`config.mk`:
```
export PLATFORM = sky130hd
export DESIGN_NAME = thmr_ctrl
export DESIGN_NICKNAME = d
export VERILOG_FILES = /design/src/rtl/thmr_pkg.sv /design/src/rtl/thmr_ctrl.sv
export SDC_FILE = /design/constraint.sdc
export NUM_CORES = 1
export LEC_CHECK = 0
export ABC_AREA = 1
export BUFFER_PORTS_ARGS = -buffer_cell sky130_fd_sc_hd__buf_2
export CORE_AREA = 5 5 42 44
export DETAILED_ROUTE_END_ITERATION = 8
export DIE_AREA = 0 0 47 49
export GPL_ROUTABILITY_DRIVEN = 1
export PLACE_DENSITY = 0.36
export SLEW_MARGIN = 40
export SYNTH_ARGS = -nofsm -noshare
export SYNTH_HDL_FRONTEND = slang
export SYNTH_SLANG_ARGS = --single-unit
```
`constraint.sdc`:
```
create_clock -name clk -period 1.9 [get_ports clk]
set_input_delay 0.38 -clock clk [delete_from_list [all_inputs] [get_ports clk]]
set_output_delay 0.38 -clock clk [all_outputs]
set_load 0.1 [all_outputs]
```
`src/rtl/thmr_pkg.sv`:
```
// Shared constants, codes and interface types of the top-view height map raster.
package thmr_pkg;

  localparam int MAX_CELLS_PER_SIDE = 64;
  localparam int CELL_W  = $clog2(MAX_CELLS_PER_SIDE);
  localparam int ADDR_W  = 2 * CELL_W;
  localparam int GRID_W  = $clog2(MAX_CELLS_PER_SIDE + 1);
  localparam int PIX_W   = 6;
  localparam int CMP_W   = (GRID_W > PIX_W) ? GRID_W : PIX_W;
  localparam int COORD_W = 32;
  localparam int EXT_W   = 31;
  localparam int GRID_REG_W = 7;
  localparam int COLOR_W = 24;
  localparam int CFG_IDX_W = 3;

  localparam logic signed [COORD_W-1:0] RESET_HEIGHT = COORD_W'(100 * 65536);

  localparam logic [1:0] OP_INSERT = 2'd0;
  localparam logic [1:0] OP_READ   = 2'd1;
  localparam logic [1:0] OP_CLEAR  = 2'd2;

  localparam logic [CFG_IDX_W-1:0] REG_HALF_EXTENT  = 3'd0;
  localparam logic [CFG_IDX_W-1:0] REG_CELL_SCALE   = 3'd1;
  localparam logic [CFG_IDX_W-1:0] REG_GRID_CELLS   = 3'd2;
  localparam logic [CFG_IDX_W-1:0] REG_TOP_LIMIT    = 3'd3;
  localparam logic [CFG_IDX_W-1:0] REG_BOTTOM_LIMIT = 3'd4;

  typedef struct packed {
    logic        [EXT_W-1:0]   half_extent;
    logic        [EXT_W-1:0]   cell_scale;
    logic        [GRID_W-1:0]  grid;
    logic signed [COORD_W-1:0] top_limit;
    logic signed [COORD_W-1:0] bottom_limit;
  } cfg_t;

  typedef struct packed {
    logic signed [COORD_W-1:0] height;
    logic        [COLOR_W-1:0] color;
  } cell_t;

  typedef struct packed {
    logic cap;
    logic mul;
    logic rd;
    logic fin;
    logic clr_wr;
  } cmd_t;

  typedef struct packed {
    logic [1:0] op;
    logic       sweep_last;
    logic       out_free;
  } status_t;

endpackage

```
`src/rtl/thmr_ctrl.sv`:
```
// Request sequencer: capture, index, cell access, result and map clear sweep.
module thmr_ctrl (
  input  logic              clk,
  input  logic              rst_n,
  input  logic              in_valid,
  output logic              in_stall,
  input  thmr_pkg::status_t status,
  output thmr_pkg::cmd_t    cmd
);

  typedef enum logic [2:0] {
    ST_INIT,
    ST_IDLE,
    ST_MUL,
    ST_ADDR,
    ST_FIN,
    ST_CLR
  } state_t;

  state_t state_r;
  state_t state_nxt;

  assign in_stall = (state_r != ST_IDLE);

  always_comb begin
    cmd        = '0;
    cmd.cap    = (state_r == ST_IDLE) && in_valid;
    cmd.mul    = (state_r == ST_MUL);
    cmd.rd     = (state_r == ST_ADDR);
    cmd.fin    = (state_r == ST_FIN) && status.out_free;
    cmd.clr_wr = (state_r == ST_INIT) || (state_r == ST_CLR);
  end

  always_comb begin
    state_nxt = state_r;
    unique case (state_r)
      ST_INIT: if (status.sweep_last) state_nxt = ST_IDLE;
      ST_IDLE: if (in_valid) state_nxt = ST_MUL;
      ST_MUL: begin
        state_nxt = (status.op == thmr_pkg::OP_CLEAR) ? ST_CLR : ST_ADDR;
      end
      ST_ADDR: state_nxt = ST_FIN;
      ST_FIN:  if (status.out_free) state_nxt = ST_IDLE;
      ST_CLR:  if (status.sweep_last) state_nxt = ST_FIN;
      default: state_nxt = ST_IDLE;
    endcase
  end

  always_ff @(posedge clk) begin
    if (!rst_n) begin
      state_r <= ST_INIT;
    end else begin
      state_r <= state_nxt;
    end
  end

  a_stall_after_accept: assert property (@(posedge clk) disable iff (!rst_n)
    (in_valid && !in_stall) |=> in_stall)
    else $error("request accepted while previous one in flight");

endmodule

```
==> impl_metrics.csv, run 1 <==
group,metric,value,unit
worst_hold_path,hold_class,"primary input to flop",
timing,maxSlewViolCount,0,
floorplan,ioPinCount,13,
clock_tree,clock_sinks,3,
critical_path,rr_startpoint,"state_r[1]$_SDFFE_PN0P_",
layout,drive_above_1_share,34.4,%
synthesis,yosys.cell_count.top_type,"nor2_1",
routing,wirelength,671,microns
clock_tree,holdBufCountCts,0,
clock_tree,cts_resized,0,
synthesis,ys_seq_elements,3,
clock_tree,htree_levels,1,
floorplan,dieArea,0.00230,sq mm
routing,dr.pass1.iters,4,
placed_design,port_buffers,12,
synthesis,synth_async_sr_flop_share,0,%
timing,fin_skew,0.00143,ns
synthesis,yosysWarningCount,0,
critical_path,crit_fanout,8,
run,max-cap-violations,0,
synthesis,synth.area.top_cells,"dfxtp_1 25%, nor2_1 19%, nand2_1 17%, inv_1 11%, nand3_1 8.2%",
floorplan,initial_core_util,17.3,%
global_routing,grt_pass1_wl,1.17,mm
layout,diodes,0,
timing,holdWs,0.390,ns
timing,hold_viol_final,0,
layout,largest_reg_flops,3,
global_routing,antenna_found_initial,0,
synthesis,synth_ff_type,"dfxtp_1",
synthesis,syn_area,243,sq um
routing,wire_per_inst,8.71,microns
floorplan,die_width,47,microns
routing,route.vias.total,316,
routing,postRouteAntennaNets,0,
clock_tree,cts_tree,"done",
clock_tree,cts_buffers,3,
synthesis,synthCells,46,
layout,final_area,439,sq um
clock_tree,clock_latency,0.23,ns
critical_path,critPathArrivalTime,1.40,ns
critical_path,timing.rr.end,"state_r[1]$_SDFFE_PN0P_",
timing,final.setup.tns,0,ns
placed_design,place.gp.congestion,0.648,
synthesis,synth_common_cells,"12 x nor2_1, 11 x nand2_1, 7 x inv_1",
routing,vias_per_cell,4.10,
synthesis,yosysUniqueCellTypes,12,
clock_tree,ctsRootBufferMaster,"clkbuf_4",
floorplan,num_rows,14,
timing,rsz0062_at_grt,"false",
timing,slew_headroom,67.9,%
routing,drt_iter0_drc,1,
synthesis,yosys.area.top_type,"dfxtp_1",
floorplan,die_h,49,microns
layout,reg_top3,"state_r: 3 flops",
clock_tree,cts_setup_buffers,0,
timing,clock.fmax,0.562,GHz
layout,syn2layout_area_growth,80.9,%
critical_path,startpoint_type,"flop",
synthesis,syn-num-nets,53,
critical_path,critPathLaunch,"state_r[1]$_SDFFE_PN0P_",
critical_path,crit_path_end_kind,"output port",
timing,worst_pin_slew,0.484,ns
synthesis,avgSynthCellArea,5.28,sq um
critical_path,criticalPathCategory,"flop to output port",
critical_path,endpoint,"cmd[0]",
synthesis,seq_area_frac_synth,24.7,%
placed_design,dpl.hpwl,577,microns
critical_path,r2r_cells,4,
floorplan,placeableCoreArea,0.00140,sq mm
critical_path,r2r_slack,0.65,ns
clock_tree,cts.path.max_buffers,2,
layout,top_register,"state_r",
clock_tree,clk_pin_slew,0.04,ns
status,outcome,"complete, no violations",
synthesis,synth-edff-count,0,
global_routing,overflow,0,
placed_design,placed_cell_area,409,sq um
global_routing,grt_use_total,7.03,%
layout,nets,69,
timing,period_share,93.7,%
timing,min_period,1.78,ns
timing,setup_violations,0,
global_routing,grt_pass1_vias,296,
global_routing,grt_max_degree,9,
routing,route.detailed.drc,0,
synthesis,synth_top_area_share,24.7,%
critical_path,worstPathRequired,1.52,ns
[worst min path at each step]
stage	start	endpoint	slack, ns	depth (start not counted)
floorplan	rst_n	state_r[0]$_SDFFE_PN0P_	0.50	2
global placement	state_r[0]$_SDFFE_PN0P_	state_r[0]$_SDFFE_PN0P_	0.59	2
detailed placement	state_r[0]$_SDFFE_PN0P_	state_r[0]$_SDFFE_PN0P_	0.59	2
CTS	rst_n	state_r[2]$_SDFFE_PN0P_	0.39	3
global route	rst_n	state_r[0]$_SDFFE_PN0P_	0.39	3
finish	rst_n	state_r[0]$_SDFFE_PN0P_	0.39	3
[worst max-delay path, cell delays in order (launching register included)]
cell and delay, ns:
dfxtp_1 0.40, nor2_1 0.19, nand2_1 0.09, o21ai_2 0.05, buf_2 0.43
[final cells by class]
| type | count | area, sq um |
|---|---|---|
| fill | 169 | 962 |
| sequential | 3 | 61.3 |
| clock buffer | 4 | 26.3 |
| tap | 16 | 20.0 |
| timing repair buffer | 12 | 123 |
| multi-input combinational | 35 | 183 |
| inverter | 7 | 26.3 |
[kinds of logic after synthesis]
| group | after synthesis | synth area share, % |
|---|---|---|
| flops | 3 | 24.7 |
| simple gates | 31 | 54.1 |
| compound gates | 4 | 8.25 |
| buf+inv | 8 | 12.9 |
[per-layer routing]
layer / wire, microns / global-route usage [%]
met5: 0 / 0
met4: 0 / 5.53
met3: 32 / 2.21
met2: 327 / 9.73
met1: 311 / 8.52
[cells in the final DEF (no fill, tap or decap)]
| cell type | count |
|---|---|
| nand2_1 | 11 |
| nor2_1 | 9 |
| inv_1 | 7 |
| buf_2 | 7 |
| nand3_1 | 4 |
| clkbuf_4 | 4 |
| buf_12 | 4 |
| nor2_2 | 2 |
| a21oi_1 | 2 |
| dfxtp_1 | 2 |
| nor3_1 | 1 |
| nor2_4 | 1 |
| nor4_4 | 1 |
| o21ai_2 | 1 |
| nand4_1 | 1 |
| nor3b_1 | 1 |
| o21ai_0 | 1 |
| clkbuf_1 | 1 |
| dfxtp_2 | 1 |
[per-stage QoR]
| step | cells | util (%) | setup slack, ns |
|---|---|---|---|
| after floorplan | 46 | - | -0.297 |
| after global placement | 73 | 29.2 | 0.314 |
| final | 77 | 31.3 | 0.120 |
| after CTS | 77 | 31.1 | 0.0170 |
| after global routing | 77 | 31.3 | 0.0140 |
| after detailed placement | 73 | 29.2 | 0.268 |
Power of run 1 is not shown: default switching activity piles up to over one toggle a cycle in this logic, so the estimate is an artifact.
==> run 2, diff against run 1 <==
Settings changed: ABC_AREA 1 to not set, ABC_CLOCK_PERIOD_IN_PS set to 1900, PLACE_DENSITY 0.36 to 0.38.
==> impl_metrics.csv, run 2 <==
group,metric,value,unit
power_and_ir_drop,p_leak,0.000172,uW
synthesis,synthCells,32,
synthesis,synth_simple_gate_area_share,36.7,%
synthesis,synth.area.top_cells,"dfxtp_1 22%, buf_6 8.4%, nor3_1 5.6%, a221oi_2 5.6%, nor3b_1 5.6%",
power_and_ir_drop,combPwrFrac,43.9,%
layout,top_register,"state_r",
layout,largest_reg_flops,3,
timing,period_share,96.1,%
layout,final_cell_mix,"7 x buf_2, 4 x clkbuf_4, 4 x buf_12",
critical_path,crit_path_end_kind,"output port",
clock_tree,holdBufCountCts,0,
clock_tree,cts.path.max_buffers,2,
synthesis,yosysUniqueCellTypes,23,
global_routing,overflow,0,
floorplan,die_h,49,microns
routing,route.detailed.drc,0,
timing,holdWs,0.446,ns
power_and_ir_drop,power.share.sequential,24.4,%
layout,final.fill_count,168,
power_and_ir_drop,clockPowerShare,31.7,%
clock_tree,htree_levels,1,
global_routing,grt_pass1_wl,1.13,mm
global_routing,grt_use_total,6.90,%
synthesis,yosys.area.top_type,"dfxtp_1",
synthesis,synth_top_area_share,22.3,%
global_routing,antenna_found_initial,0,
power_and_ir_drop,p_sw,153,uW
power_and_ir_drop,power_density,791,mW/mm^2
critical_path,r2r_slack,0.79,ns
timing,fin_skew,0.00425,ns
synthesis,synth_ff_type,"dfxtp_1",
global_routing,grt_pass1_vias,281,
routing,postRouteAntennaNets,0,
routing,wire_per_inst,10.7,microns
layout,fin_util,31.5,%
placed_design,dpl.hpwl,544,microns
floorplan,dieArea,0.00230,sq mm
clock_tree,clock_sinks,3,
synthesis,muxShareOfSynthArea,3.72,%
clock_tree,ctsRootBufferMaster,"clkbuf_4",
routing,wirelength,652,microns
synthesis,synth-edff-count,0,
layout,nets,53,
timing,clock.fmax,0.548,GHz
floorplan,die_width,47,microns
layout,diodes,0,
synthesis,syn-num-nets,39,
critical_path,path_cells,"inv_4 > or3_4 > nor2_4 > buf_12",
layout,syn2layout_area_growth,64.2,%
synthesis,synth_xor_area_share,6.51,%
routing,dr.pass1.iters,2,
timing,worst_pin_slew,0.487,ns
critical_path,crit_fanout,8,
routing,vias_per_cell,4.41,
critical_path,critPathArrivalTime,1.45,ns
critical_path,rr_startpoint,"state_r[1]$_SDFFE_PN0P_",
critical_path,criticalPathCategory,"flop to output port",
placed_design,port_buffers,12,
status,outcome,"complete, no violations",
timing,rsz0062_at_grt,"false",
layout,regArea,62.6,sq um
timing,setup_violations,0,
critical_path,crit_path_top_delay_cell,"dfxtp_2",
power_and_ir_drop,swShare,43.8,%
layout,drive_above_1_share,60.0,%
critical_path,endpoint,"cmd[4]",
worst_hold_path,hp-start,"rst_n",
critical_path,timing.rr.end,"state_r[0]$_SDFFE_PN0P_",
floorplan,num_rows,14,
routing,drt_iter0_drc,1,
floorplan,ioPinCount,13,
synthesis,synth-adder-area-share,0,%
timing,hold_viol_final,0,
layout,multiInputGateArea,196,sq um
clock_tree,clock_latency,0.23,ns
placed_design,place.gp.congestion,0.701,
synthesis,avgSynthCellArea,8.41,sq um
synthesis,seq_area_frac_synth,22.3,%
timing,slew_headroom,67.7,%
critical_path,critPathLaunch,"state_r[0]$_SDFFE_PN0P_",
floorplan,initial_core_util,19.2,%
critical_path,worstPathRequired,1.52,ns
critical_path,cpPeakStageDelay,0.45,ns
floorplan,placeableCoreArea,0.00140,sq mm
clock_tree,clk_pin_slew,0.04,ns
global_routing,grt_max_degree,13,
clock_tree,cts_tree,"done",
critical_path,startpoint_type,"flop",
synthesis,syn_area,269,sq um
run,max-cap-violations,0,
synthesis,synth_async_sr_flop_share,0,%
synthesis,synth_top_family_by_area,"simple AND/OR/NAND/NOR gates",
power_and_ir_drop,ir_drop,0.257,mV
timing,maxSlewViolCount,0,
critical_path,r2r_cells,3,
synthesis,ys_seq_elements,3,
worst_hold_path,hold_class,"primary input to flop",
layout,reg_top3,"state_r: 3 flops",
routing,route.vias.total,269,
clock_tree,cts_buffers,3,
timing,min_period,1.83,ns
synthesis,yosysWarningCount,0,
synthesis,synth-compound-area-share,15.3,%
synthesis,synth_common_cells,"3 x dfxtp_1, 3 x nor3_1",
layout,final_common_cell,"buf_2",
power_and_ir_drop,power.internal,196,uW
[run 2: cell types whose count changed in the layout (fill, tap and decap cells not counted), sizes merged, moves of 2 or more]
cell,previous run,this run
nor3,1,4
nor2,12,2
nand3,4,0
nor2b,0,2
nand2,11,1
nand2b,0,3
inv,7,3
[run 2: cells by family (layout without fill, tap and decap cells)]
kind of cell,count (synthesis),after routing
DFF,3,3
xor gates and xnor gates,2,2
and+or+nand+nor,15,15
AOI/OAI and AO/OA,5,5
buffers and inverters,6,19
muxes,1,1
[run 2: worst min path at each step]
stage | end | slack, ns | cells past startpoint
6_report | state_r[0]$_SDFFE_PN0P_ | 0.45 | 3
5_1_grt | state_r[0]$_SDFFE_PN0P_ | 0.46 | 3
4_1_cts | state_r[0]$_SDFFE_PN0P_ | 0.44 | 3
3_5_place_dp | state_r[2]$_SDFFE_PN0P_ | 0.56 | 2
3_3_place_gp | state_r[2]$_SDFFE_PN0P_ | 0.56 | 2
2_1_floorplan | state_r[0]$_SDFFE_PN0P_ | 0.54 | 2
[run 2: per-stage QoR]
| stage | TNS [ns] | cells | total power, uW | setup WS (ns) | instance area (sq um) |
|---|---|---|---|---|---|
| after global placement | 0 | 57 | 237 | 0.305 | 413 |
| after floorplan | -0.511 | 32 | 210 | -0.245 | 300 |
| after detailed placement | 0 | 57 | 240 | 0.289 | 413 |
| final | 0 | 61 | 349 | 0.0740 | 442 |
| after CTS | 0 | 61 | 355 | 0.0394 | 439 |
| after global routing | 0 | 61 | 370 | 0.0157 | 442 |
[run 2: final cells by class]
class | count | share of cell area, %
well taps | 16 | 4.53
clock buffers | 4 | 5.95
multi-input cells | 23 | 44.5
repair buffers | 12 | 27.8
flip-flops and latches | 3 | 14.2
inverters | 3 | 3.12
[run 2: power by group through the flow]
stage / Clock [uW] / Combinational, uW / Sequential, uW
finish: 111 / 153 / 85.1
global route: 123 / 160 / 86.7
CTS: 116 / 154 / 85.2
detailed placement: 0 / 153 / 86.2
global placement: 0 / 151 / 86.0
floorplan: 0 / 138 / 71.9
[run 2: what timing repair did]
item	CTS	global route
endpoints found under the setup margin	0	1
gates resized for setup	0	1
buffers inserted	0	0
[run 2: critical path: cells and delay by family (launching register included)]
| family | cells | cell delay (ns) |
|---|---|---|
| and+or+nand+nor | 2 | 0.52 |
| buffers and inverters | 2 | 0.24 |
| DFF | 1 | 0.45 |
[run 2: per-layer routing]
layer  vias up  global-route usage [%]  part of all wire (%)
li1        135                       -                     -
met1       125                    7.69                    44
met2         7                    10.6                    50
met3         2                    1.48                   3.1
met4         0                    5.53                   2.5
met5         -                       0                     0
(Power assumes the default switching activity.)
