`config.mk`:
```
export PLATFORM = sky130hd
export DESIGN_NAME = thmr_cfg_regs
export DESIGN_NICKNAME = d
export VERILOG_FILES = /design/src/rtl/thmr_pkg.sv /design/src/rtl/thmr_cfg_regs.sv
export SDC_FILE = /design/constraint.sdc
export NUM_CORES = 1
export LEC_CHECK = 0
export ABC_AREA = 1
export BUFFER_PORTS_ARGS = -buffer_cell sky130_fd_sc_hd__buf_2
export CORE_ASPECT_RATIO = 1.25
export CORE_MARGIN = 1
export CORE_UTILIZATION = 50
export DETAILED_ROUTE_END_ITERATION = 10
export PLACE_DENSITY = 0.79
export SYNTH_ARGS = -nofsm -noshare
export SYNTH_HDL_FRONTEND = slang
export SYNTH_SLANG_ARGS = --single-unit
```
`constraint.sdc`:
```
create_clock -name clk -period 1.4 [get_ports clk]
set_input_delay 0.28 -clock clk [delete_from_list [all_inputs] [get_ports clk]]
set_output_delay 0.28 -clock clk [all_outputs]
set_load 0.02 [all_outputs]
```
`src/rtl/thmr_pkg.sv`:
```
// Shared constants, codes and interface types of the top-view height map raster.
package thmr_pkg;

  localparam int MAX_CELLS_PER_SIDE = 64;
  localparam int CELL_W  = $clog2(MAX_CELLS_PER_SIDE);
  localparam int ADDR_W  = 2 * CELL_W;
  localparam int GRID_W  = $clog2(MAX_CELLS_PER_SIDE + 1);
  localparam int PIX_W   = 6;
  localparam int CMP_W   = (GRID_W > PIX_W) ? GRID_W : PIX_W;
  localparam int COORD_W = 32;
  localparam int EXT_W   = 31;
  localparam int GRID_REG_W = 7;
  localparam int COLOR_W = 24;
  localparam int CFG_IDX_W = 3;

  localparam logic signed [COORD_W-1:0] RESET_HEIGHT = COORD_W'(100 * 65536);

  localparam logic [1:0] OP_INSERT = 2'd0;
  localparam logic [1:0] OP_READ   = 2'd1;
  localparam logic [1:0] OP_CLEAR  = 2'd2;

  localparam logic [CFG_IDX_W-1:0] REG_HALF_EXTENT  = 3'd0;
  localparam logic [CFG_IDX_W-1:0] REG_CELL_SCALE   = 3'd1;
  localparam logic [CFG_IDX_W-1:0] REG_GRID_CELLS   = 3'd2;
  localparam logic [CFG_IDX_W-1:0] REG_TOP_LIMIT    = 3'd3;
  localparam logic [CFG_IDX_W-1:0] REG_BOTTOM_LIMIT = 3'd4;

  typedef struct packed {
    logic        [EXT_W-1:0]   half_extent;
    logic        [EXT_W-1:0]   cell_scale;
    logic        [GRID_W-1:0]  grid;
    logic signed [COORD_W-1:0] top_limit;
    logic signed [COORD_W-1:0] bottom_limit;
  } cfg_t;

  typedef struct packed {
    logic signed [COORD_W-1:0] height;
    logic        [COLOR_W-1:0] color;
  } cell_t;

  typedef struct packed {
    logic cap;
    logic mul;
    logic rd;
    logic fin;
    logic clr_wr;
  } cmd_t;

  typedef struct packed {
    logic [1:0] op;
    logic       sweep_last;
    logic       out_free;
  } status_t;

endpackage

```
`src/rtl/thmr_cfg_regs.sv`:
```
// Configuration register file and effective grid size.
module thmr_cfg_regs (
  input  logic                            clk,
  input  logic                            rst_n,
  input  logic                            cfg_valid,
  output logic                            cfg_ready,
  input  logic [thmr_pkg::CFG_IDX_W-1:0]  cfg_index,
  input  logic [31:0]                     cfg_data,
  output thmr_pkg::cfg_t                  cfg
);

  logic        [thmr_pkg::EXT_W-1:0]      half_extent_r;
  logic        [thmr_pkg::EXT_W-1:0]      cell_scale_r;
  logic        [thmr_pkg::GRID_REG_W-1:0] grid_cells_r;
  logic signed [thmr_pkg::COORD_W-1:0]    top_limit_r;
  logic signed [thmr_pkg::COORD_W-1:0]    bottom_limit_r;
  logic        [thmr_pkg::GRID_W-1:0]     grid_eff;

  assign cfg_ready = 1'b1;

  always_ff @(posedge clk) begin
    if (!rst_n) begin
      half_extent_r  <= thmr_pkg::EXT_W'(327680);
      cell_scale_r   <= thmr_pkg::EXT_W'(419430);
      grid_cells_r   <= thmr_pkg::GRID_REG_W'(64);
      top_limit_r    <= -thmr_pkg::COORD_W'(131072);
      bottom_limit_r <= thmr_pkg::COORD_W'(6553600);
    end else if (cfg_valid && cfg_ready) begin
      unique case (cfg_index)
        thmr_pkg::REG_HALF_EXTENT:  half_extent_r  <= cfg_data[thmr_pkg::EXT_W-1:0];
        thmr_pkg::REG_CELL_SCALE:   cell_scale_r   <= cfg_data[thmr_pkg::EXT_W-1:0];
        thmr_pkg::REG_GRID_CELLS:   grid_cells_r   <= cfg_data[thmr_pkg::GRID_REG_W-1:0];
        thmr_pkg::REG_TOP_LIMIT:    top_limit_r    <= $signed(cfg_data);
        thmr_pkg::REG_BOTTOM_LIMIT: bottom_limit_r <= $signed(cfg_data);
        default: ;
      endcase
    end
  end

  // clamp grid size to 1..MAX_CELLS_PER_SIDE
  always_comb begin
    if (grid_cells_r == '0) begin
      grid_eff = thmr_pkg::GRID_W'(1);
    end else if (32'(grid_cells_r) > 32'(thmr_pkg::MAX_CELLS_PER_SIDE)) begin
      grid_eff = thmr_pkg::GRID_W'(thmr_pkg::MAX_CELLS_PER_SIDE);
    end else begin
      grid_eff = thmr_pkg::GRID_W'(grid_cells_r);
    end
  end

  assign cfg.half_extent  = half_extent_r;
  assign cfg.cell_scale   = cell_scale_r;
  assign cfg.grid         = grid_eff;
  assign cfg.top_limit    = top_limit_r;
  assign cfg.bottom_limit = bottom_limit_r;

endmodule

```
==> summary.md, run 1 <==
| Metric | Value |
|---|---|
| Status | `finished, violations left` |
| Failing checks | `negative setup slack` |
| Worst path buffer plus inverter count | `2` |
| Depth of the worst register-to-register path | `3` |
| Hold path endpoint | `half_extent_r[16]` |
| Cell Area, Synth | `0.00512 mm²` |
| Fmax | `around 640 MHz` |
| N_diodes | `0` |
| Hold Fails Final Rpt | `0` |
| Power Density | `between 1000 and 1500 mW/mm²` |
| R2r startpoint | `grid_cells_r[5]` |
| # IOs | `roughly 170` |
| Total Routing Usage GR | `around 27%` |
| Hold WC Path Type | `primary input to flip-flop` |
| Die H | `around 120 µm` |
| Layout cell share with drive strength beyond 1 | `between 20% and 30%` |
| Grt ovf | `0` |
| DRT Pass-1 Iters | `4` |
| Mapped Nets | `around 760` |
| Worst-path clk slew | `about 0.060 ns` |
| Tmin final | `1.57 ns` |
| Commonest non-fill, non-tap cell in the layout | `nor2_1` |
| CP max FO | `3` |
| Reg2reg end | `grid_cells_r[5]` |
| Via density | `between 4 and 5` |
| Final WL | `about 14,000 µm` |
| Fill cells | `~820` |
| CP arrival | `roughly 1.3 ns` |
| Crit-path leading delay family | `simple AND/OR/NAND/NOR gates` |
| WHS | `around 0.11 ns` |
| Largest area contributor in the netlist | `dfxtp_1` |
| Number of global-route vias before repair | `between 4,000 and 5,000` |
| Core area | `approximately 0.01 mm²` |
| CTS tree | `built` |
| Wire length per cell | `13.8 µm` |
| Final setup fails | `4` |
| Crit Path Category | `flip-flop to primary output` |
| Clock Skew | `0 ns` |
| First-pass GRT wire length | `between 20,000 and 25,000 µm` |
| Die ar. | `0.0106 mm²` |
| Largest net degree at the start of global routing | `52` |
| Post-synth top area share | `a little over half` |
| Final worst slack | `-0.168 ns` |
| CTS sink count | `between 100 and 150` |
| Worst-Skew Late Latency | `0.42 ns` |
| Mean Syn Cell Area | `between 7 and 8 µm²` |
| Initial core utilization | `between 50% and 60%` |
| Final nets | `924` |
| CP peak stage delay | `about 0.32 ns` |
| Ranking of synthesized cells by area | `dfxtp_1 (52%), nor2_1 (14%), nand2_1 (9.7%)` |
| Worst reg2reg setup slack | `roughly 0.66 ns` |
| Final ANT Viol Nets | `0` |
| H-Tree Level Count | `4` |
| Synth Register Bits | `133` |
| CP max-delay cell | `dfxtp_2` |
| RSZ-0062 raised after global routing | `yes` |
| Cell chain of the critical path | `nor2_2 -> nand3_2 -> nand2_2 -> inv_2 -> nor2_1 -> buf_4` |
| Synth unique cells | `19` |
| Power, Total | `slightly below 10 mW` |
| Port bufs | `between 150 and 200` |
| Synth Instances | `just over 700` |
| VDD IR-drop max | `1.14 mV` |
| GP Congestion | `0.775` |
| Hold depth | `3` |
| TritonCTS buffer count | `17` |
| Via count | `about 5,000` |
| Endpoint class of the critical path | `primary output` |
| Root buffer cell | `clkbuf_16` |
| DR DRC count | `0` |
| Die width | `92.5 µm` |
| Startpoint types | `flip-flop` |
| Slew Viols, Final | `0` |
| Pleak | `approximately 3.5 nW` |
| Most frequent cells in the layout | `nor2_1 (193), buf_2 (164), nand2_1 (131)` |
| Area growth syn-to-layout | `35.2%` |
| Detailed placement HPWL | `~9400 µm` |
| Initial DRC count | `between 200 and 300` |
| Sequential cell area fraction in the yosys report | `a little over half` |
| Clock Path Buffers | `2` |
| Max-Cap Viols | `0` |
| Std-Cell Rows | `40` |
| Antenna violations before repair | `1` |
| Synth Warn # | `0` |
| HP Start | `cfg_data[16]` |
| CP required | `1.12 ns` |
| Final worst-path cycle share | `112%` |
## flip-flops by register name (all words and copies together) (netlist names)
signal          flops
bottom_limit_r     32
cell_scale_r       31
grid_cells_r        7
half_extent_r      31
top_limit_r        32
## power by group
part | switching (mW) | total (mW) | internal, mW
sequential | 0.0696 | 3.99 | 3.92
combinational | 0.621 | 0.953 | 0.332
clock | 1.64 | 4.75 | 3.11
## cells in the mapped netlist
cell type,n
o211ai_1,2
nand2_2,3
clkinv_1,1
buf_2,17
o21ai_0,57
nor2_4,3
conb_1,1
inv_1,68
nand4_1,6
inv_2,4
nand2_1,132
nor2_1,197
buf_4,6
clkbuf_1,18
nand3_1,58
o21ai_1,3
dfxtp_1,133
nand3b_1,5
buf_1,3
## per-stage QoR
step	cells	worst slack, ns	area [µm²]	TNS [ns]	utilization [%]
after global routing	1025	-0.250	6920	-0.968	70.9
final	1025	-0.168	6920	-0.603	70.9
after CTS	1024	-0.171	6890	-0.622	70.6
after detailed placement	990	0.0554	6210	0	63.7
after global placement	990	0.0913	6210	0	63.7
after floorplan	717	0.153	5120	0	-
## worst reg2reg max path, cell delays in order, from the launching register on
cell and delay [ns]:
dfxtp_2 0.32, buf_4 0.13, nor2_1 0.12, nor2_1 0.06
## how the worst max path moves through the flow
stage | from | to | slack (ns) | cells after the start
after detailed placement | cfg_index[0] | bottom_limit_r[20] | 0.06 | 6
final | grid_cells_r[4] | cfg[65] | -0.17 | 6
after CTS | grid_cells_r[1] | cfg[65] | -0.17 | 6
after global placement | cfg_index[0] | bottom_limit_r[1] | 0.09 | 6
after floorplan | grid_cells_r[4] | cfg[64] | 0.15 | 3
after global routing | grid_cells_r[2] | cfg[69] | -0.25 | 6
## layout make-up
cell class	count	area, µm²	share of cell area (%)
multi-input cells	467	1990	28.8
flip-flops and latches	133	2670	38.6
well taps	126	158	2.28
clock inverters	12	176	2.55
repair buffers	194	1180	17.1
inverters	73	274	3.96
clock buffers	20	467	6.75
## what timing repair did
item | 4_1_cts | 5_1_grt
endpoints found under the hold margin | 0 | 0
setup endpoints to repair | 6 | 5
resized for setup | 10 | 8
setup buffers | 2 | 1
pin swaps | 4 | 2
hold buffers | 0 | 0
## logic make-up after synthesis
kind of cell,share of synthesized area (%)
AO/OA/AOI/OAI,6.16
AND/OR/NAND/NOR,32.3
flip-flops,52.0
buffers and inverters,9.44
other,0.0733
## metal layers
| layer | GRT usage [%] | vias up | part of all wire (%) |
|---|---|---|---|
| met2 | 45.1 | 189 | 49 |
| met4 | 11.0 | 2 | 1.6 |
| met5 | 0 | - | 0.057 |
| met3 | 8.27 | 22 | 7.3 |
| met1 | 33.2 | 2252 | 42 |
| li1 | - | 2540 | - |
Note: power is estimated with default switching activity, not from simulation.
==> run 2, diff against run 1 <==
==> constraint.sdc (replaced) <==
create_clock -name clk -period 1.4 [get_ports clk]
set_input_delay 0.21 -clock clk [delete_from_list [all_inputs] [get_ports clk]]
set_output_delay 0.21 -clock clk [all_outputs]
set_load 0.02 [all_outputs]
==> run 2 against run 1 <==
- the run still ends with negative setup slack left
- non-clock buffer count fell by 1
- die area did not move
- maximum frequency rose by 5.4%
- critical path depth did not move
- clock skew did not move
- utilization fell by 0.24 points
- design area fell by 0.34%
- worst hold slack got worse by 0.067 ns
==> summary.md, run 2 (same netlist as run 1, synthesis figures left out) <==
| Metric | Value |
|---|---|
| Reg2reg end | `grid_cells_r[6]` |
| Fill cells | `861 (+4.5%)` |
| Grt ovf | `0 (unchanged)` |
| Port bufs | `170 (unchanged)` |
| Die ar. | `0.0106 mm² (unchanged)` |
| TritonCTS buffer count | `17 (unchanged)` |
| Hold Fails Final Rpt | `0 (unchanged)` |
| Tmin final | `1.49 ns (-0.0808 ns)` |
| Initial DRC count | `232 (-14%)` |
| Detailed placement HPWL | `9660 µm (+3.0%)` |
| CP arrival | `1.28 ns (about the same)` |
| Wire length per cell | `13.9 µm (+0.91%)` |
| Status | `finished, violations left` |
| Largest net degree at the start of global routing | `52 (unchanged)` |
| Startpoint types | `flip-flop` |
| First-pass GRT wire length | `22,700 µm (+2.0%)` |
| Via count | `5,059 (+1.1%)` |
| VDD IR-drop max | `0.955 mV (-16%)` |
| Clock Path Buffers | `2 (unchanged)` |
| Worst reg2reg setup slack | `0.68 ns (+0.02 ns)` |
| Worst path buffer plus inverter count | `2 (unchanged)` |
| Core area | `0.00976 mm² (unchanged)` |
| CTS Hold Bufs | `0 (unchanged)` |
| Worst-Skew Late Latency | `0.41 ns (about the same)` |
| Layout cell share with drive strength beyond 1 | `27.6% (+0.031 points)` |
| Final ANT Viol Nets | `0 (unchanged)` |
| Top flop regs | `bottom_limit_r (32), top_limit_r (32)` |
| Hold path endpoint | `half_extent_r[16]` |
| CP peak stage delay | `0.33 ns (about the same)` |
| Via density | `4.94 (+1.2%)` |
| Endpoint class of the critical path | `primary output` |
| R2r startpoint | `grid_cells_r[6]` |
| Std-Cell Rows | `40 (unchanged)` |
| Antenna violations before repair | `1 (unchanged)` |
| DR DRC count | `0 (unchanged)` |
| CTS tree | `built` |
| Worst-path clk slew | `0.06 ns (about the same)` |
| Final WL | `14,200 µm (+0.82%)` |
| Crit-path leading delay family | `simple AND/OR/NAND/NOR gates` |
| CTS sink count | `133 (unchanged)` |
| Power, Total | `9.74 mW (+0.47%)` |
| HP Start | `cfg_data[16]` |
| Fmax | `672 MHz (+5.4%)` |
| Initial core utilization | `52.4% (unchanged)` |
| Hold WC Path Type | `primary input to flip-flop` |
| Root buffer cell | `clkbuf_16` |
| Area growth syn-to-layout | `34.7%` |
| Max-Cap Viols | `0 (unchanged)` |
| Power Density | `1410 mW/mm² (+0.82%)` |
| Final worst-path cycle share | `106% (-5.8 points)` |
| # IOs | `172 (unchanged)` |
| Crit Path Category | `flip-flop to primary output` |
| Most frequent cells in the layout | `nor2_1 (193), buf_2 (164), nand2_1 (131)` |
| RSZ-0062 raised after global routing | `yes` |
| Slew Viols, Final | `0 (unchanged)` |
| Pleak | `3.45 nW (-0.23%)` |
| Pre-CTS worst setup slack | `0.0945 ns (+0.0391 ns)` |
| Failing checks | `negative setup slack` |
| Commonest non-fill, non-tap cell in the layout | `nor2_1` |
| Number of global-route vias before repair | `4,742 (+5.9%)` |
| Depth of the worst register-to-register path | `2 (-1)` |
| CP max FO | `3 (unchanged)` |
| CP required | `1.19 ns (+0.07 ns)` |
| Placed Area | `0.00618 mm² (-0.52%)` |
| DRT Pass-1 Iters | `4 (unchanged)` |
| Final worst slack | `-0.0874 ns (+0.0808 ns)` |
| CP max-delay cell | `dfxtp_2` |
| Hold depth | `3 (unchanged)` |
| Die width | `92.5 µm (unchanged)` |
| Final nets | `923 (-0.11%)` |
| Total Routing Usage GR | `27.6% (+0.29 points)` |
| Final setup fails | `4 (unchanged)` |
| Clock Skew | `0 ns (unchanged)` |
| GP Congestion | `0.782 (+0.92%)` |
| H-Tree Level Count | `4 (unchanged)` |
| N_diodes | `0 (unchanged)` |
| Die H | `115 µm (unchanged)` |
| Final Cell Area | `0.00689 mm² (-0.34%)` |
| Cell chain of the critical path | `nor2_2 -> nand3_2 -> nand2_2 -> inv_2 -> nor2_1 -> buf_4` |
run 2: worst max path at each step:
stage | from | end | slack [ns] | cells past startpoint
3_3_place_gp | cfg_index[1] | bottom_limit_r[1] | 0.14 | 6
5_1_grt | grid_cells_r[5] | cfg[69] | -0.16 | 6
4_1_cts | grid_cells_r[5] | cfg[67] | -0.08 | 6
2_1_floorplan | grid_cells_r[4] | cfg[64] | 0.22 | 3
3_5_place_dp | cfg_index[1] | bottom_limit_r[1] | 0.09 | 6
6_report | grid_cells_r[2] | cfg[67] | -0.09 | 6
run 2: area by class of cell:
| type | instances | area, µm² | share of cell area, % |
|---|---|---|---|
| Sequential cell | 133 | 2670 | 38.7 |
| Multi-Input combinational cell | 467 | 1990 | 28.9 |
| Timing Repair Buffer | 193 | 1150 | 16.8 |
| Clock buffer | 18 | 439 | 6.37 |
| Inverter | 73 | 274 | 3.98 |
| Clock inverter | 14 | 208 | 3.01 |
| Tap cell | 126 | 158 | 2.29 |
run 2: worst min-delay path, cell delays in order:
cell and delay [ns]:
buf_2 0.11, nand2_1 0.05, nand3_1 0.06
run 2: power breakdown:
group / internal, mW / switching, mW
logic: 0.326 / 0.621
registers: 3.92 / 0.0705
clock network: 3.19 / 1.61
total: 7.44 / 2.31
run 2: repair_timing:
item / in CTS / in global routing
resized for setup: 8 / 12
buffers inserted: 3 / 0
endpoints found under the setup margin: 4 / 4
gates cloned: 0 / 0
pin swaps: 2 / 2
run 2: layer usage:
layer | track usage [%] | part of all wire, % | vias up
met5 | 0 | 0.070 | -
met4 | 12.3 | 2.7 | 2
met3 | 8.00 | 6.2 | 33
met2 | 48.5 | 50 | 166
met1 | 30.8 | 41 | 2315
li1 | - | - | 2543
run 2: metrics by stage:
stage                     cells  util, %  setup TNS (ns)  hold slack (ns)
after floorplan             717        -               0            0.323
after global placement      989     63.3               0            0.434
after detailed placement    989     63.3               0            0.439
after CTS                  1024     70.3          -0.290           0.0315
after global routing       1024     70.6          -0.613           0.0459
final                      1024     70.6          -0.275           0.0408
==> run 3, diff against run 2 <==
==> constraint.sdc (replaced) <==
create_clock -name clk -period 1.6 [get_ports clk]
set_input_delay 0.24 -clock clk [delete_from_list [all_inputs] [get_ports clk]]
set_output_delay 0.24 -clock clk [all_outputs]
set_load 0.02 [all_outputs]
==> run 3 against run 2 <==
- the flow now finishes without violations
- setup slack improved by 0.17 ns
- die area did not move
- sequential power fell by 12%
- sequential cell count did not move
- register-to-register slack improved by 0.20 ns
- sequential share of layout area rose by 1.2 points
- critical path type unchanged
- largest cell class unchanged
- highest routed layer unchanged
==> summary.md, run 3 (same netlist as run 1, synthesis figures left out) <==
| Metric | Value |
|---|---|
| Status | `finished, final reports clean` |
| Worst path buffer plus inverter count | `2 (unchanged)` |
| Die width | `92.5 µm (unchanged)` |
| VDD IR-drop max | `0.751 mV (-21%)` |
| Fill cells | `845 (-1.9%)` |
| Commonest non-fill, non-tap cell in the layout | `nor2_1` |
| Met3 WL | `1020 µm (+16%)` |
| Via density | `4.89 (-1.0%)` |
| Die H | `115 µm (unchanged)` |
| Fmax | `roughly 660 MHz` |
| Crit-path leading delay family | `simple AND/OR/NAND/NOR gates` |
| N_diodes | `0 (unchanged)` |
| Clock Skew | `0 ns (unchanged)` |
| CP required | `1.36 ns (+0.17 ns)` |
| DRT Pass-1 Iters | `5 (+1)` |
| Port bufs | `170 (unchanged)` |
| Number of global-route vias before repair | `4,424 (-6.7%)` |
| Detailed placement HPWL | `9530 µm (-1.3%)` |
| Root buffer cell | `clkbuf_16` |
| Final nets | `917 (-0.65%)` |
| CTS Hold Bufs | `0 (unchanged)` |
| Post-Route M1 WL | `5680 µm (-2.2%)` |
| Power Density | `1170 mW/mm² (-17%)` |
| Hold Fails Final Rpt | `0 (unchanged)` |
| H-Tree Level Count | `4 (unchanged)` |
| CTS sink count | `133 (unchanged)` |
| Wire length per cell | `13.6 µm (-2.0%)` |
| Post-CTS Setup Bufs | `0 (-3)` |
| Top flop regs | `bottom_limit_r (32), top_limit_r (32)` |
| Area growth syn-to-layout | `30.3%` |
| DR top layer | `met5` |
| Final non-filler cell total | `1,014 (-0.98%)` |
| Placed Area | `0.00612 mm² (-0.97%)` |
| Initial core utilization | `52.4% (unchanged)` |
| Max-Cap Viols | `0 (unchanged)` |
| Antenna violations before repair | `1 (unchanged)` |
| Largest net degree at the start of global routing | `42 (-19%)` |
| Hold WC Path Type | `primary input to flip-flop` |
| First-pass GRT wire length | `21,900 µm (-3.6%)` |
| Pleak | `3.37 nW (-2.4%)` |
| RSZ-0062 raised after global routing | `yes` |
| Initial DRC count | `224 (-3.4%)` |
| Core area | `0.00976 mm² (unchanged)` |
| Final worst-path cycle share | `95.0%` |
| Die ar. | `0.0106 mm² (unchanged)` |
| CP max FO | `3 (unchanged)` |
| CP arrival | `1.28 ns (about the same)` |
| Final ANT Viol Nets | `0 (unchanged)` |
| Final WL | `13,800 µm (-3.0%)` |
| Tmin final | `about 1.5 ns` |
| GP Congestion | `0.805 (+2.9%)` |
| Cell chain of the critical path | `nor2_2 -> nand3_1 -> nand2_1 -> inv_2 -> nor2_1 -> buf_4` |
| Endpoint class of the critical path | `primary output` |
| Placed Instances | `986 (-0.30%)` |
| Std-Cell Rows | `40 (unchanged)` |
| Crit Path Category | `flip-flop to primary output` |
| PostCTS Resize Cnt | `0 (-8)` |
| Startpoint types | `flip-flop` |
| DR DRC count | `0 (unchanged)` |
| Total Routing Usage GR | `26.8% (-0.79 points)` |
| Final setup fails | `0 (-4)` |
| Final Cell Area | `0.00667 mm² (-3.2%)` |
| Met2 Wirelength | `6830 µm (-4.3%)` |
| TritonCTS buffer count | `17 (unchanged)` |
| CP peak stage delay | `0.33 ns (about the same)` |
| Clock Path Buffers | `2 (unchanged)` |
| Layout cell share with drive strength beyond 1 | `25.8% (-1.8 points)` |
| Most frequent cells in the layout | `nor2_1 (194), buf_2 (166), nand2_1 (132)` |
| # IOs | `172 (unchanged)` |
| Worst-path clk slew | `0.05 ns (about the same)` |
| CP max-delay cell | `dfxtp_2` |
| CTS tree | `built` |
| Slew Viols, Final | `0 (unchanged)` |
| Grt ovf | `0 (unchanged)` |
| Via count | `4,957 (-2.0%)` |
| Worst-Skew Late Latency | `0.41 ns (about the same)` |
run 3: cell count changes in the layout (fill, tap and decap cells not counted), moves of 2 or more:
cell and change:
clkinvlp_4 -5, buf_4 -4, bufinv_16 -4, dfxtp_1 +4, dfxtp_2 -4, buf_12 -3
buf_2 +2, clkbuf_1 +2, clkbuf_8 +2
run 3: cell type report:
| cell class | instances | area (µm²) | area share (%) |
|---|---|---|---|
| Clock buffer | 22 | 474 | 7.11 |
| Clock inverter | 6 | 55.1 | 0.826 |
| Inverter | 73 | 274 | 4.11 |
| Multi-Input combinational cell | 467 | 1980 | 29.7 |
| Sequential cell | 133 | 2670 | 40.0 |
| Tap cell | 126 | 158 | 2.36 |
| Timing Repair Buffer | 187 | 1060 | 15.9 |
run 3: power by group:
| group | switching, mW | internal (mW) | leakage (nW) |
|---|---|---|---|
| Combinational | 0.533 | 0.271 | 2.02 |
| Sequential | 0.0615 | 3.43 | 1.08 |
| Clock | 1.29 | 2.21 | 0.267 |
run 3: worst paths after layout:
kind | startpoint | to | slack, ns | cells past startpoint
hold / removal | cfg_data[16] | half_extent_r[16] | 0.07 | 3
hold reg to reg | top_limit_r[31] | top_limit_r[31] | 0.45 | 2
setup reg to reg | grid_cells_r[6] | grid_cells_r[6] | 0.88 | 2
setup / recovery | grid_cells_r[1] | cfg[67] | 0.08 | 6
run 3: worst min-delay path, cell delays in order:
cell and delay, ns:
buf_2 0.11, nand2_1 0.05, nand3_1 0.05
run 3: metal layers:
layer	GRT usage, %	up-vias
met3	6.35	22
met2	46.0	187
met1	31.9	2225
met5	0	-
met4	11.6	2
li1	-	2521
run 3: through the flow:
stage / hold WS (ns) / setup TNS [ns] / worst slack (ns) / utilization (%) / power (mW)
global route: 0.0766 / -0.103 / -0.0388 / 68.3 / 8.09
global placement: 0.432 / 0 / 0.279 / 62.7 / 4.35
floorplan: 0.353 / 0 / 0.393 / - / 4.05
CTS: 0.0670 / 0 / 0.0478 / 68.2 / 7.84
detailed placement: 0.440 / 0 / 0.252 / 62.7 / 4.36
finish: 0.0745 / 0 / 0.0808 / 68.3 / 7.80
